<file path="src/rtl/cvkp_pkg.sv">
package cvkp_pkg;

    // Fixed-point format of the state and the step interval.
    localparam int FRAC_BITS = 16;
    localparam int DT_BITS   = 16;

    // Covariance store: upper triangle of the 4x4 matrix, row by row.
    localparam int NUM_COV = 10;
    localparam int ENT_W   = 4;

    // Configuration port address width (four word registers).
    localparam int CFG_AW = 4;

    // Input operation codes.
    localparam logic OP_LOAD = 1'b0;
    localparam logic OP_STEP = 1'b1;

    // Memory read selection.
    typedef enum logic [1:0] {
        RD_NONE,
        RD_AB,
        RD_COWN
    } t_rd;

    // Multiplier operand source.
    typedef enum logic [1:0] {
        SUM_NONE,
        SUM_AB,
        SUM_VX,
        SUM_VY
    } t_sum;

    // Accumulator operation.
    typedef enum logic [1:0] {
        ACC_NONE,
        ACC_FULL,
        ACC_MEAN
    } t_acc;

    // Result write-back target.
    typedef enum logic [2:0] {
        UPD_NONE,
        UPD_COV,
        UPD_X,
        UPD_Y,
        UPD_LMEAN,
        UPD_LOAD
    } t_upd;

    // Entry counter operation.
    typedef enum logic [1:0] {
        ENT_KEEP,
        ENT_CLR,
        ENT_INC
    } t_ent;

    // Program flow.
    typedef enum logic [1:0] {
        JMP_NEXT,
        JMP_LOAD,
        JMP_LOOP,
        JMP_EMIT
    } t_jmp;

    // One microcode word.
    typedef struct packed {
        t_rd              rd;
        t_sum             sum;
        logic             mul_en;
        logic             dd_en;
        t_acc             acc;
        t_upd             upd;
        t_ent             ent;
        t_jmp             jmp;
        logic [4:0]       target;
        logic [ENT_W-1:0] ent_last;
    } t_ctrl;

endpackage

</file>
<file path="src/rtl/cvkp_seq.sv">
module cvkp_seq (
    input  logic                       i_clk,
    input  logic                       i_rst_n,
    input  logic                       i_in_valid,
    input  logic                       i_operation,
    input  logic                       i_out_free,
    output logic                       o_in_ready,
    output logic                       o_capture,
    output logic                       o_emit,
    output cvkp_pkg::t_ctrl            o_ctrl,
    output logic [cvkp_pkg::ENT_W-1:0] o_ent
);
    import cvkp_pkg::*;

    localparam int PC_W = 5;

    // Program map.
    localparam logic [PC_W-1:0] PC_DISPATCH = 5'd0;
    localparam logic [PC_W-1:0] PC_X_SUM    = 5'd1;
    localparam logic [PC_W-1:0] PC_X_MUL    = 5'd2;
    localparam logic [PC_W-1:0] PC_X_ACC    = 5'd3;
    localparam logic [PC_W-1:0] PC_X_UPD    = 5'd4;
    localparam logic [PC_W-1:0] PC_Y_MUL    = 5'd5;
    localparam logic [PC_W-1:0] PC_Y_ACC    = 5'd6;
    localparam logic [PC_W-1:0] PC_Y_UPD    = 5'd7;
    localparam logic [PC_W-1:0] PC_BODY     = 5'd8;
    localparam logic [PC_W-1:0] PC_B_SUM    = 5'd9;
    localparam logic [PC_W-1:0] PC_B_MUL    = 5'd10;
    localparam logic [PC_W-1:0] PC_B_ACC    = 5'd11;
    localparam logic [PC_W-1:0] PC_B_UPD    = 5'd12;
    localparam logic [PC_W-1:0] PC_S_EMIT   = 5'd13;
    localparam logic [PC_W-1:0] PC_LOAD     = 5'd14;
    localparam logic [PC_W-1:0] PC_L_WR     = 5'd15;
    localparam logic [PC_W-1:0] PC_L_EMIT   = 5'd16;

    localparam logic [ENT_W-1:0] COV_LAST  = ENT_W'(8);
    localparam logic [ENT_W-1:0] LOAD_LAST = ENT_W'(NUM_COV - 1);

    // Microcode ROM.
    function automatic t_ctrl ucode(input logic [PC_W-1:0] pc);
        t_ctrl w;
        w = '0;
        unique case (pc)
            PC_DISPATCH: begin
                w.dd_en  = 1'b1;
                w.ent    = ENT_CLR;
                w.jmp    = JMP_LOAD;
                w.target = PC_LOAD;
            end
            PC_X_SUM: w.sum = SUM_VX;
            PC_X_MUL: w.mul_en = 1'b1;
            PC_X_ACC: w.acc = ACC_MEAN;
            PC_X_UPD: begin
                w.upd = UPD_X;
                w.sum = SUM_VY;
            end
            PC_Y_MUL: w.mul_en = 1'b1;
            PC_Y_ACC: w.acc = ACC_MEAN;
            PC_Y_UPD: w.upd = UPD_Y;
            PC_BODY:  w.rd = RD_AB;
            PC_B_SUM: begin
                w.sum = SUM_AB;
                w.rd  = RD_COWN;
            end
            PC_B_MUL: w.mul_en = 1'b1;
            PC_B_ACC: w.acc = ACC_FULL;
            PC_B_UPD: begin
                w.upd      = UPD_COV;
                w.ent      = ENT_INC;
                w.jmp      = JMP_LOOP;
                w.target   = PC_BODY;
                w.ent_last = COV_LAST;
            end
            PC_S_EMIT: w.jmp = JMP_EMIT;
            PC_LOAD:   w.upd = UPD_LMEAN;
            PC_L_WR: begin
                w.upd      = UPD_LOAD;
                w.ent      = ENT_INC;
                w.jmp      = JMP_LOOP;
                w.target   = PC_L_WR;
                w.ent_last = LOAD_LAST;
            end
            PC_L_EMIT: w.jmp = JMP_EMIT;
            default:   w.jmp = JMP_EMIT;
        endcase
        return w;
    endfunction

    logic             r_busy;
    logic             r_op;
    logic [PC_W-1:0]  r_pc;
    logic [ENT_W-1:0] r_ent;
    t_ctrl            w_ctrl;

    assign w_ctrl     = r_busy ? ucode(r_pc) : '0;
    assign o_ctrl     = w_ctrl;
    assign o_ent      = r_ent;
    assign o_in_ready = !r_busy;
    assign o_capture  = i_in_valid && !r_busy;
    assign o_emit     = r_busy && (w_ctrl.jmp == JMP_EMIT) && i_out_free;

    // Busy flag, program counter, conditional jumps and entry counter.
    always_ff @(posedge i_clk) begin
        if (!i_rst_n) begin
            r_busy <= 1'b0;
            r_op   <= OP_LOAD;
            r_pc   <= PC_DISPATCH;
            r_ent  <= '0;
        end else if (o_capture) begin
            r_busy <= 1'b1;
            r_op   <= i_operation;
            r_pc   <= PC_DISPATCH;
        end else if (r_busy) begin
            unique case (w_ctrl.jmp)
                JMP_NEXT: r_pc <= r_pc + PC_W'(1);
                JMP_LOAD: r_pc <= (r_op == OP_LOAD) ? w_ctrl.target : r_pc + PC_W'(1);
                JMP_LOOP: r_pc <= (r_ent != w_ctrl.ent_last) ? w_ctrl.target
                                                               : r_pc + PC_W'(1);
                JMP_EMIT: begin
                    if (i_out_free) begin
                        r_busy <= 1'b0;
                    end
                end
                default: r_pc <= r_pc;
            endcase
            unique case (w_ctrl.ent)
                ENT_CLR:  r_ent <= '0;
                ENT_INC:  r_ent <= r_ent + ENT_W'(1);
                default:  r_ent <= r_ent;
            endcase
        end
    end

endmodule

</file>
<file path="config.mk">
export PLATFORM = sky130hd
export DESIGN_NAME = cvkp_seq
export DESIGN_NICKNAME = d
export VERILOG_FILES = /design/src/rtl/cvkp_pkg.sv /design/src/rtl/cvkp_seq.sv
export SDC_FILE = /design/constraint.sdc
export NUM_CORES = 1
export LEC_CHECK = 0
export BUFFER_PORTS_ARGS = -buffer_cell sky130_fd_sc_hd__buf_2
export CORE_ASPECT_RATIO = 1.2
export CORE_MARGIN = 2
export CORE_UTILIZATION = 50
export DETAILED_ROUTE_END_ITERATION = 8
export GPL_TIMING_DRIVEN = 0
export PLACE_DENSITY = 0.79
export REMOVE_ABC_BUFFERS = 1
export SETUP_SLACK_MARGIN = 0.3
export SLEW_MARGIN = 20
export SYNTH_ARGS = -nofsm -noshare
export SYNTH_HDL_FRONTEND = slang
export SYNTH_SLANG_ARGS = --single-unit
</file>
<file path="constraint.sdc">
create_clock -name i_clk -period 3.6 [get_ports i_clk]
set_input_delay 1.08 -clock i_clk [delete_from_list [all_inputs] [get_ports i_clk]]
set_output_delay 1.08 -clock i_clk [all_outputs]
set_load 0.01 [all_outputs]
</file>
==> flow_summary.json <==
{
  "worst-setup-path-type": "flop to primary output",
  "grt_use_total_pct": 22.07,
  "fp.dieW_um": 47.23,
  "maxSlewViolCount": 0,
  "numCtsBuffers": 3,
  "wirelength_mm": 2.953,
  "final_antenna_net_count": 0,
  "placedCellCount": 206,
  "fp.dieH_um": 55.87,
  "fin_crit_ps": 3241,
  "syn_inst": 155,
  "cts_max_path_buffers": 2,
  "syn_avg_cell_area_sq_um": 7.233,
  "ios": 36,
  "endpoint_kind": "primary output",
  "viasPerCell": 5.876,
  "grt_max_degree": 19,
  "reg2reg_slack_ps": 1050,
  "grt_pass1_wl_mm": 4.526,
  "grt_setup_unrepaired": "no",
  "hold_path_end": "o_ent[1]$_SDFFE_PN0P_",
  "regArea_sq_um": 230.2,
  "slew-limit-headroom_pct": 58.52,
  "fin_skew_ps": 4.867,
  "r2r_end": "o_ent[3]$_SDFFE_PN0P_",
  "worstMarginPinSlew_ps": 616.9,
  "syn_area_sq_mm": 0.001121,
  "synthFlopType": "dfxtp_1",
  "nFillCells": 184,
  "place.gp.congestion": 0.8617,
  "synth-adder-area-share_pct": 7.813,
  "floorplan.initialDensity_pct": 53.52,
  "drive_gt1_share_pct": 30.56,
  "core_area_sq_mm": 0.002095,
  "synth-seq-area-share_pct": 19.64,
  "cap_violations": 0,
  "fin_cells": 210,
  "clk_latency_ps": 270,
  "drc_errors": 0,
  "root_buffer": "clkbuf_4",
  "r2r-start": "r_pc[0]$_SDFFE_PP0P_",
  "yosysUniqueCellTypes": 41,
  "antenna_cells": 0,
  "synth_async_sr_flop_share_pct": 0,
  "max_stage_delay_ps": 510,
  "pre_cts_slack_ps": 363.1,
  "drtPass1Iterations": 4,
  "hp-start": "o_ent[1]$_SDFFE_PN0P_",
  "finalCritPeriodShare_pct": 90.02,
  "crit_fanout": 11,
  "placed_area_sq_mm": 0.001235,
  "hold_path_depth": 2,
  "yosys.area_share.simple_pct": 32.37,
  "cpMostUsedCell": "a21oi_2",
  "post_cts_buffers": 0,
  "cts.sinks": 11,
  "synth_top_family_by_area": "simple AND/OR/NAND/NOR gates",
  "synth.top_cell.area_share_pct": 19.64,
  "synth_edf_count": 0,
  "tns_ps": 0,
  "hold_ws_ps": 516.5,
  "powerDensity_mw_per_mm2": 328.9,
  "finalInstanceArea_sq_mm": 0.001330,
  "fin_util_pct": 63.50,
  "cts.clk_slew.worst_paths_ps": 70,
  "setup_violations": 0,
  "cts_htree_levels": 1,
  "rr_worst_depth": 11,
  "cts_hold_buf": 0,
  "critPathLaunch": "r_pc[0]$_SDFFE_PP0P_",
  "grt_overflow": 0,
  "antenna_found_initial": 0,
  "hold_path.class": "flop to flop",
  "final_hold_viol_count": 0,
  "arrival_ps": 2160,
  "ir_drop_mv": 0.2091,
  "setup_ws_ps": 359.4,
  "start_kind": "flop",
  "yosys-mux-area-fraction_pct": 2.679,
  "power.leakage_nw": 0.6113,
  "cts_tree": "done",
  "outcome": "finished clean",
  "nets": 193,
  "dp_hpwl_mm": 2.048,
  "grt_pass1_vias": 1035,
  "fmaxAchievable_mhz": 308.6,
  "p_total_mw": 0.4374,
  "multi_input_area_sq_um": 830.8,
  "drt_iter0_markers": 33,
  "synthTopCellsByArea": "dfxtp_1 20%, ha_1 7.8%, nand2_1 7.0%",
  "via_count": 1234,
  "wire_per_inst_um": 14.06,
  "crit_chain": "inv_1, ha_4, mux2i_2, a21oi_2, or4_4, a21oi_2, buf_2",
  "synth_compound_area_share_pct": 23.44,
  "synth_top_area_cell": "dfxtp_1",
  "cpMaxStageDelayCell": "or4_4",
  "ys_ff_latch": 11,
  "synth_xor_area_share_pct": 1.563,
  "cp.required_ps": 2520,
  "fp-row-count": 18,
  "port_buffers": 32,
  "dieArea_sq_mm": 0.002638,
  "yosysWarningCount": 0,
  "syn_to_final_growth_pct": 18.64
}
==> routing by layer <==
| metal | vias to the layer above | wire length (um) | global-route usage [%] |
|---|---|---|---|
| li1 | 584 | - | - |
| met1 | 577 | 1175 | 31.75 |
| met2 | 63 | 1525 | 33.01 |
| met3 | 10 | 194 | 5.519 |
| met4 | 0 | 56 | 3.968 |
| met5 | - | 0 | 0 |
==> registers in the layout, indices dropped and copies added, names as in the netlist <==
signal,cells
o_ent,4
r_op,1
r_busy,1
r_pc,5
==> worst max-delay path, delay by kind of cell, from the launching register on <==
family          cells  cell delay (ps)
simple gates        1              510
flops               1              390
compound gates      2              290
buf+inv             2              250
fa+ha+maj           1              220
mux                 1              220
==> cells in the final DEF, fill, tap and decap left out, types with 2 or more instances in the layout <==
cell,Yosys,final
a21oi_2,1,2
o21ai_0,8,7
and2_1,4,4
nor4b_2,2,2
a21oi_1,9,8
conb_1,1,3
ha_1,7,2
clkbuf_4,0,3
nor2b_1,5,5
buf_2,1,32
mux2i_1,3,2
nor3_1,4,4
nor2_1,12,12
a31oi_1,2,2
dfxtp_2,0,2
nor3b_1,2,2
nand2_1,21,21
xor2_1,2,2
a311oi_1,2,2
nand3_1,5,5
inv_1,12,12
dfxtp_1,11,7
ha_2,0,2
dfxtp_4,0,2
a211oi_1,7,6
a211oi_2,1,2
ha_4,0,3
and3_1,3,3
nand2b_1,4,4
==> worst max path at each step <==
stage | cells after the start | to
6_report | 7 | o_emit
5_1_grt | 7 | o_emit
4_1_cts | 6 | o_emit
3_5_place_dp | 6 | o_emit
3_3_place_gp | 6 | o_emit
2_1_floorplan | 5 | o_ctrl[10]
==> cell type report <==
class / count / share of cell area, %
Clock buffer: 4 / 1.976
Inverter: 12 / 3.387
Multi-Input combinational cell: 121 / 62.46
Sequential cell: 11 / 17.31
Tap cell: 30 / 2.822
Timing Repair Buffer: 32 / 12.04
==> cell families (layout without fill, tap and decap cells) <==
kind of cell               count (synthesis)  after routing
xor gates and xnor gates                   2              2
AOI/OAI and AO/OA                         38             38
DFF                                       11             11
buffers and inverters                     25             48
muxes                                      3              3
adders and majority gates                  7              7
and+or+nand+nor                           68             68
other                                      1              3
==> report_power, final <==
part | leakage (nW) | switching (mW) | internal [mW]
logic | 0.504 | 0.113 | 0.0815
clock network | 0.0150 | 0.0442 | 0.0430
registers | 0.0918 | 0.0248 | 0.131
==> cells in the mapped netlist (all sizes together) (2+ instances only) <==
library cell	instances
nand2	21
inv	12
nor2	12
buf	11
dfxtp	11
a21oi	10
a211oi	8
o21ai	8
ha	7
nand3	5
nor2b	5
and2	4
nand2b	4
nor3	4
and3	3
mux2i	3
a311oi	2
a31oi	2
clkbuf	2
nor3b	2
nor4b	2
xor2	2
==> what timing repair did <==
action,CTS,global route
endpoints found under the hold margin,0,0
setup endpoints to repair,3,3
gates resized for setup,6,13
Power figures use the tool's default switching activity.
