`src/rtl/cvkp_pkg.sv`:
```
package cvkp_pkg;

    // Fixed-point format of the state and the step interval.
    localparam int FRAC_BITS = 16;
    localparam int DT_BITS   = 16;

    // Covariance store: upper triangle of the 4x4 matrix, row by row.
    localparam int NUM_COV = 10;
    localparam int ENT_W   = 4;

    // Configuration port address width (four word registers).
    localparam int CFG_AW = 4;

    // Input operation codes.
    localparam logic OP_LOAD = 1'b0;
    localparam logic OP_STEP = 1'b1;

    // Memory read selection.
    typedef enum logic [1:0] {
        RD_NONE,
        RD_AB,
        RD_COWN
    } t_rd;

    // Multiplier operand source.
    typedef enum logic [1:0] {
        SUM_NONE,
        SUM_AB,
        SUM_VX,
        SUM_VY
    } t_sum;

    // Accumulator operation.
    typedef enum logic [1:0] {
        ACC_NONE,
        ACC_FULL,
        ACC_MEAN
    } t_acc;

    // Result write-back target.
    typedef enum logic [2:0] {
        UPD_NONE,
        UPD_COV,
        UPD_X,
        UPD_Y,
        UPD_LMEAN,
        UPD_LOAD
    } t_upd;

    // Entry counter operation.
    typedef enum logic [1:0] {
        ENT_KEEP,
        ENT_CLR,
        ENT_INC
    } t_ent;

    // Program flow.
    typedef enum logic [1:0] {
        JMP_NEXT,
        JMP_LOAD,
        JMP_LOOP,
        JMP_EMIT
    } t_jmp;

    // One microcode word.
    typedef struct packed {
        t_rd              rd;
        t_sum             sum;
        logic             mul_en;
        logic             dd_en;
        t_acc             acc;
        t_upd             upd;
        t_ent             ent;
        t_jmp             jmp;
        logic [4:0]       target;
        logic [ENT_W-1:0] ent_last;
    } t_ctrl;

endpackage

```
`src/rtl/cvkp_cfg.sv`:
```
module cvkp_cfg (
    input  logic                        i_clk,
    input  logic                        i_rst_n,
    input  logic                        psel,
    input  logic                        penable,
    input  logic                        pwrite,
    input  logic [cvkp_pkg::CFG_AW-1:0] paddr,
    input  logic [31:0]                 pwdata,
    output logic [31:0]                 prdata,
    output logic                        pready,
    output logic [15:0]                 o_dt,
    output logic signed [31:0]          o_vel_x,
    output logic signed [31:0]          o_vel_y,
    output logic [30:0]                 o_noise
);
    import cvkp_pkg::*;

    localparam logic [1:0] REG_DT    = 2'd0;
    localparam logic [1:0] REG_VEL_X = 2'd1;
    localparam logic [1:0] REG_VEL_Y = 2'd2;
    localparam logic [1:0] REG_NOISE = 2'd3;

    logic [15:0]        r_dt;
    logic signed [31:0] r_vel_x;
    logic signed [31:0] r_vel_y;
    logic [30:0]        r_noise;
    logic [1:0]         w_idx;
    logic               w_wr;

    assign w_idx  = paddr[CFG_AW-1:2];
    assign w_wr   = psel && penable && pwrite;
    assign pready = 1'b1;

    // Register writes during the access phase.
    always_ff @(posedge i_clk) begin
        if (!i_rst_n) begin
            r_dt    <= 16'd655;
            r_vel_x <= 32'sd32768;
            r_vel_y <= 32'sd32768;
            r_noise <= 31'd65536;
        end else if (w_wr) begin
            unique case (w_idx)
                REG_DT:    r_dt    <= pwdata[15:0];
                REG_VEL_X: r_vel_x <= $signed(pwdata);
                REG_VEL_Y: r_vel_y <= $signed(pwdata);
                REG_NOISE: r_noise <= pwdata[30:0];
                default: ;
            endcase
        end
    end

    // Read-back mux.
    always_comb begin
        unique case (w_idx)
            REG_DT:    prdata = {16'd0, r_dt};
            REG_VEL_X: prdata = r_vel_x;
            REG_VEL_Y: prdata = r_vel_y;
            REG_NOISE: prdata = {1'b0, r_noise};
            default:   prdata = '0;
        endcase
    end

    assign o_dt    = r_dt;
    assign o_vel_x = r_vel_x;
    assign o_vel_y = r_vel_y;
    assign o_noise = r_noise;

endmodule

```
`config.mk`:
```
export PLATFORM = sky130hd
export DESIGN_NAME = cvkp_cfg
export DESIGN_NICKNAME = d
export VERILOG_FILES = /design/src/rtl/cvkp_pkg.sv /design/src/rtl/cvkp_cfg.sv
export SDC_FILE = /design/constraint.sdc
export NUM_CORES = 1
export LEC_CHECK = 0
export BUFFER_PORTS_ARGS = -buffer_cell sky130_fd_sc_hd__buf_2
export CORE_UTILIZATION = 49
export DETAILED_ROUTE_END_ITERATION = 6
export PLACE_DENSITY = 0.8
export REMOVE_ABC_BUFFERS = 1
export SYNTH_ARGS = -nofsm -noshare
export SYNTH_HDL_FRONTEND = slang
export SYNTH_SLANG_ARGS = --single-unit
```
`constraint.sdc`:
```
create_clock -name i_clk -period 1.8 [get_ports i_clk]
set_input_delay 0.36 -clock i_clk [delete_from_list [all_inputs] [get_ports i_clk]]
set_output_delay 0.36 -clock i_clk [all_outputs]
set_load 0.02 [all_outputs]
```
==> results.tsv, run 1 <==
stage	metric	value	unit
outcome	status	complete, no violations	
global_route	first_global_vias	3765	
clock_tree	htreeDepth	3	
setup_path	worst_r2r_path_depth	2	
global_route	gr-total-overflow	0	
run	max_cap_violations	0	
synth	synth.area.top_cells	dfxtp_1, mux2i_1, nand2_1, mux4_2, mux2_2	
global_route	track_usage	23.3	%
setup_path	slowest_delay	0.34	ns
timing	period_share	96.2	%
setup_path	cp_slowest_cell	mux2_2	
pwr	pwr-share-comb	11.1	%
detailed_routing	drt_iter0_drc	119	
pwr	sw_frac_of_total	24.5	%
floorplanning	io_pins	185	
timing	hold_viol	0	
global_route	grt_first_pass_wirelength	18600	um
synth	netlist.area_leader.share	45.0	%
floorplanning	dieArea	0.0105	mm2
setup_path	end_kind	output port	
placed_design	port_buffers	181	
detailed_routing	dr.pass1.iters	4	
floorplanning	die_x	102	um
global_route	grt_antenna_before_repair	0	
timing	fin_tns_setup	0	ns
clock_tree	cts-root-buf	clkbuf_8	
detailed_routing	viasPerCell	5.20	
synth	syn_area_per_cell	10.5	um2
final_layout	utilization	64.6	%
worst_hold_path	hp-class	in2reg	
pwr	total_leakage_power	2.99	nW
placed_design	gp_congestion	0.726	
clock_tree	cts_tree	done	
setup_path	crit_fanout	9	
synth	yosysTopAreaCell	dfxtp_1	
clock_tree	clock_latency	0.35	ns
detailed_routing	wl_per_cell	15.8	um
pwr	power.density	708	mW/mm2
timing	rsz0062_at_grt	false	
clock_tree	cts-hold-fix-buffers	0	
synth	synth_ff_type	dfxtp_1	
clock_tree	clock_path_buffers	2	
synth	synth_most_common_cell	nand2_1	
placed_design	numPlacedInstances	762	
final_layout	insertedDiodeCount	0	
setup_path	start_kind	primary input	
clock_tree	cts_num_sinks	111	
synth	yosysUniqueCellTypes	23	
setup_path	required	1.44	ns
synth	synth_warnings	0	
floorplanning	die_height	102	um
detailed_routing	vias	4051	
final_layout	fill_cells	816	
timing	skew	0	ns
worst_hold_path	holdPathStages	3	
detailed_routing	routed_wirelength	12300	um
synth	synthTopCellsByCount	nand2_1, dfxtp_1, mux2i_1	
pwr	p_seq_share	56.2	%
timing	period_minus_slack	1.73	ns
pwr	p_switching	1.10	mW
floorplanning	rows	36	
timing	slew_viol_final	0	
placed_design	place_hpwl	8770	um
timing	max_freq	0.578	GHz
final_layout	area_growth	28.0	%
timing	setup_violations	0	
synth	synth_edf_count	0	
final_layout	drive_gt1_share	39.0	%
final_layout	fin_nets	682	
floorplanning	start_util	50.5	%
synth	synthCells	468	
synth	yosysSeqAreaShare	45.0	%
final_layout	finalNonFillerCells	779	
detailed_routing	detail-route-antenna-nets	0	
setup_path	path_cells	buf_4 -> buf_12 -> mux2_2 -> a22o_1 -> buf_2	
detailed_routing	drc_errors	0	
pwr	pwr-share-clk	32.7	%
floorplanning	core-area	0.00977	mm2
synth	synthArstFlopShare	0	%
pwr	irDropWorstVdd	460	uV
synth	syn_area	0.00493	mm2
setup_path	path_class	in2out	
clock_tree	cts_buffers	9	
clock_tree	clk_pin_slew	0.10	ns
setup_path	arrival	1.37	ns
pwr	internal-power	3.37	mW
global_route	grt_max_degree	80	
synth	ys_ff_latch	111	
==> critical path: cells and delay by family <==
family,cells,cell delay [ns]
buf+inv,3,0.49
compound gates,1,0.18
mux,1,0.34
==> timing repair <==
item	4_1_cts	5_1_grt
gates resized for setup	1	1
pin swaps	0	0
buffers inserted	0	1
setup endpoints to repair	8	11
==> cell families after synthesis <==
logic type / count (synthesis) / share of synthesized area, %
AOI/OAI and AO/OA: 18 / 3.12
buffers and inverters: 40 / 4.72
DFF: 111 / 45.0
muxes: 141 / 33.0
other: 1 / 0.0760
and+or+nand+nor: 157 / 14.0
==> per-stage QoR <==
stage / hold slack (ns) / cell area, um2 / total power, mW / worst slack (ns)
5_1_grt: 0.278 / 6310 / 4.67 / 0.0106
3_5_place_dp: 0.464 / 6110 / 3.06 / -0.0208
4_1_cts: 0.261 / 6300 / 4.50 / 0.00800
2_1_floorplan: 0.451 / 4710 / 2.79 / -0.881
6_report: 0.281 / 6310 / 4.47 / 0.0688
3_3_place_gp: 0.450 / 6110 / 3.05 / -0.0136
==> metal layers <==
| metal | GRT usage (%) | wire length (um) | share of wire (%) |
|---|---|---|---|
| met3 | 4.31 | 615 | 5.0 |
| met1 | 28.8 | 5460 | 44 |
| met4 | 9.12 | 199 | 1.6 |
| met5 | 0 | 0 | 0 |
| met2 | 40.2 | 6010 | 49 |
==> worst paths after layout <==
kind                     from     endpoint  slack [ns]
hold / removal     pwdata[15]  o_vel_y[15]        0.28
setup reg to reg  o_noise[16]  o_noise[16]        1.12
setup / recovery     paddr[2]   prdata[25]        0.07
hold reg to reg   o_vel_x[30]  o_vel_x[30]        0.47
==> cell usage in the layout (no fill, tap or decap) <==
cell type	synthesis	final
o21ai_0	1	1
inv_1	1	1
mux2i_1	110	110
nor3_4	1	1
a22o_1	16	16
nand3_4	1	1
nor2_4	0	1
mux2_2	15	15
o311ai_0	1	1
clkbuf_8	0	10
clkinv_2	0	3
bufinv_16	0	1
conb_1	1	1
buf_4	10	8
buf_2	9	178
clkbuf_4	0	1
dfxtp_1	111	111
clkbuf_1	8	2
nor2b_4	1	1
nand4_4	1	1
nor2b_1	16	16
mux4_2	16	16
nor3b_4	0	1
nand2_1	135	135
buf_12	0	14
==> flip-flops by register name, summed over array words and instances (netlist names) <==
name,cells
o_vel_y,32
o_vel_x,32
o_dt,16
o_noise,31
==> layout make-up <==
cell class              count  area (um2)  share of cell area (%)
inverters                   1        3.75                  0.0594
repair buffers            201        1240                    19.6
clock inverters             4        45.0                   0.713
clock buffers              12         145                    2.30
flip-flops and latches    111        2220                    35.2
well taps                 133         166                    2.64
multi-input cells         317        2490                    39.5
==> power by group through the flow <==
stage	clock network, mW	registers [mW]	logic (mW)
after detailed placement	0	2.57	0.496
after global routing	1.61	2.52	0.536
after global placement	0	2.56	0.483
after floorplan	0	2.60	0.185
after CTS	1.49	2.51	0.498
final	1.46	2.51	0.497
(Power assumes the default switching activity.)
==> inputs of run 2 (changes only) <==
- CORE_UTILIZATION: 49 -> 45
- PLACE_DENSITY: 0.8 -> 0.74
==> run 2 against run 1 <==
Via count fell by 0.79%. Register-to-register slack worse by 0.02 ns. Utilization shrank 4.5 points. Sequential share of layout area up 0.13 points. Combinational power hardly changed. Critical path depth grew 1. Design area down 0.36%. Sequential cell count did not move. Global-route usage is 1.8 points lower. Clock power is 3% lower. Total power fell by 1.3%. Largest cell class unchanged.
==> results.tsv, run 2 (synthesis results as in run 1) <==
stage	metric	value	unit	change
clock_tree	cts_setup_buffers	0		unchanged
timing	slew_viol_final	0		unchanged
timing	skew	0	ns	unchanged
floorplanning	rows	37		+2.8%
detailed_routing	vias	4019		-0.79%
placed_design	gp_congestion	0.791		+9.1%
global_route	track_usage	21.5	%	-1.8 points
floorplanning	die_height	107	um	+4.3%
detailed_routing	drc_errors	0		unchanged
worst_hold_path	hp-class	in2reg		
floorplanning	die_x	107	um	+4.3%
placed_design	port_buffers	181		unchanged
detailed_routing	wl_per_cell	15.9	um	+0.57%
setup_path	cp_slowest_cell	nor2b_1		
timing	setup_ws	0.0320	ns	-0.0368 ns
clock_tree	cts_tree	done		
setup_path	arrival	1.41	ns	+0.04 ns
final_layout	register_area	0.00222	mm2	unchanged
global_route	gr-total-overflow	0		unchanged
timing	max_freq	0.566	GHz	-2.1%
global_route	grt_antenna_before_repair	0		unchanged
timing	period_minus_slack	1.77	ns	+0.0368 ns
clock_tree	cts_num_sinks	111		unchanged
clock_tree	cts_buffers	9		unchanged
global_route	met2_usage	36.9	%	-3.3 points
floorplanning	dieArea	0.0114	mm2	+8.7%
setup_path	rrSetupSlack	1.10	ns	-0.02 ns
final_layout	insertedDiodeCount	0		unchanged
clock_tree	cts-root-buf	clkbuf_8		
clock_tree	clk_pin_slew	0.10	ns	about the same
setup_path	required	1.44	ns	about the same
final_layout	drive_gt1_share	39.3	%	+0.25 points
placed_design	place_hpwl	8950	um	+2.1%
timing	period_share	98.2	%	+2.0 points
run	max_cap_violations	0		unchanged
setup_path	end_kind	output port		
global_route	first_global_vias	3803		+1.0%
global_route	grt_use_met3	3.10	%	-1.2 points
global_route	grt_busiest_layer	met2		
setup_path	crit_fanout	16		+7
detailed_routing	routed_wirelength	12400	um	+1.1%
pwr	total_leakage_power	2.97	nW	-0.40%
setup_path	slowest_delay	0.20	ns	-0.14 ns
final_layout	utilization	60.1	%	-4.5 points
final_layout	area_growth	27.5	%	
final_layout	fin_nets	683		+0.15%
timing	setup_violations	0		unchanged
clock_tree	clock_path_buffers	2		unchanged
pwr	power.density	701	mW/mm2	-0.90%
detailed_routing	drt_iter0_drc	177		+49%
global_route	grt_max_degree	45		-44%
final_layout	layout_common_cells	buf_2, nand2_1, dfxtp_1, mux2i_1		
timing	rsz0062_at_grt	false		
clock_tree	htreeDepth	3		unchanged
floorplanning	io_pins	185		unchanged
pwr	irDropWorstVdd	356	uV	-23%
final_layout	multi_input_area	0.00249	mm2	unchanged
outcome	status	complete, no violations		
placed_design	dp_slack	-0.0411	ns	-0.0202 ns
setup_path	path_class	in2out		
global_route	grt_first_pass_wirelength	19200	um	+3.2%
clock_tree	cts-hold-fix-buffers	0		unchanged
final_layout	fill_cells	909		+11%
floorplanning	core-area	0.0105	mm2	+7.0%
detailed_routing	dr.pass1.iters	5		+1
clock_tree	clock_latency	0.35	ns	about the same
floorplanning	start_util	47.2	%	-3.3 points
detailed_routing	viasPerCell	5.13		-1.3%
detailed_routing	detail-route-antenna-nets	0		unchanged
setup_path	start_kind	primary input		
final_layout	layout_commonest_cell	buf_2		
global_route	gr-usage-met1	27.5	%	-1.3 points
clock_tree	postCtsResizedCells	1		unchanged
setup_path	path_cells	buf_2 -> buf_12 -> nor2b_1 -> buf_12 -> a22o_1 -> buf_2		
timing	hold_viol	0		unchanged
## run 2: cell count changes in the layout (fill, tap and decap cells not counted)
cell        delta
clkbuf_8       +1
buf_2          +1
clkinv_2       -2
bufinv_16      -1
clkbuf_1       -1
buf_12         -2
buf_4          +3
clkbuf_4       -1
clkinvlp_4     +2
inv_6          +1
## run 2: worst max-delay path, delay by kind of cell
kind,cells,cell delay [ns]
AO/OA/AOI/OAI,1,0.18
buffers and inverters,4,0.65
AND/OR/NAND/NOR,1,0.20
## run 2: path summary, 6_finish.rpt
path | depth (start not counted) | endpoint | startpoint
worst max-delay path | 6 | prdata[29] | paddr[3]
worst min-delay path | 3 | o_dt[7] | pwdata[7]
worst max register to register | 2 | o_vel_x[5] | o_vel_x[5]
worst min register to register | 2 | o_vel_y[23] | o_vel_y[23]
## run 2: per-stage QoR
stage          setup TNS, ns  cell area (um2)  std cells  power [mW]  hold WS [ns]
6_report                   0             6290        783        4.41         0.267
4_1_cts                    0             6290        783        4.44         0.264
3_3_place_gp          -0.368             6110        767        3.05         0.452
3_5_place_dp          -0.505             6110        767        3.07         0.463
2_1_floorplan         -54.19             4710        429        2.79         0.451
5_1_grt                    0             6290        783        4.58         0.254
## run 2: cell type report
class                      count  share of cell area [%]
clock buffer                  12                    2.47
clock inverter                 4                   0.457
inverter                       1                  0.0597
multi-input combinational    317                    39.6
sequential                   111                    35.3
tap                          136                    2.70
timing repair buffer         202                    19.4
## run 2: power breakdown
group          leakage (nW)  internal, mW  switching, mW
Sequential            0.896          2.49         0.0252
Combinational          1.99         0.208          0.288
Clock                0.0890         0.584          0.822
Total                  2.97          3.28           1.13
## run 2: routing by layer
layer  part of all wire (%)  routed length, um
met4                    1.7                216
met2                     48               6000
met5                      0                  0
met3                    5.6                691
met1                     44               5510
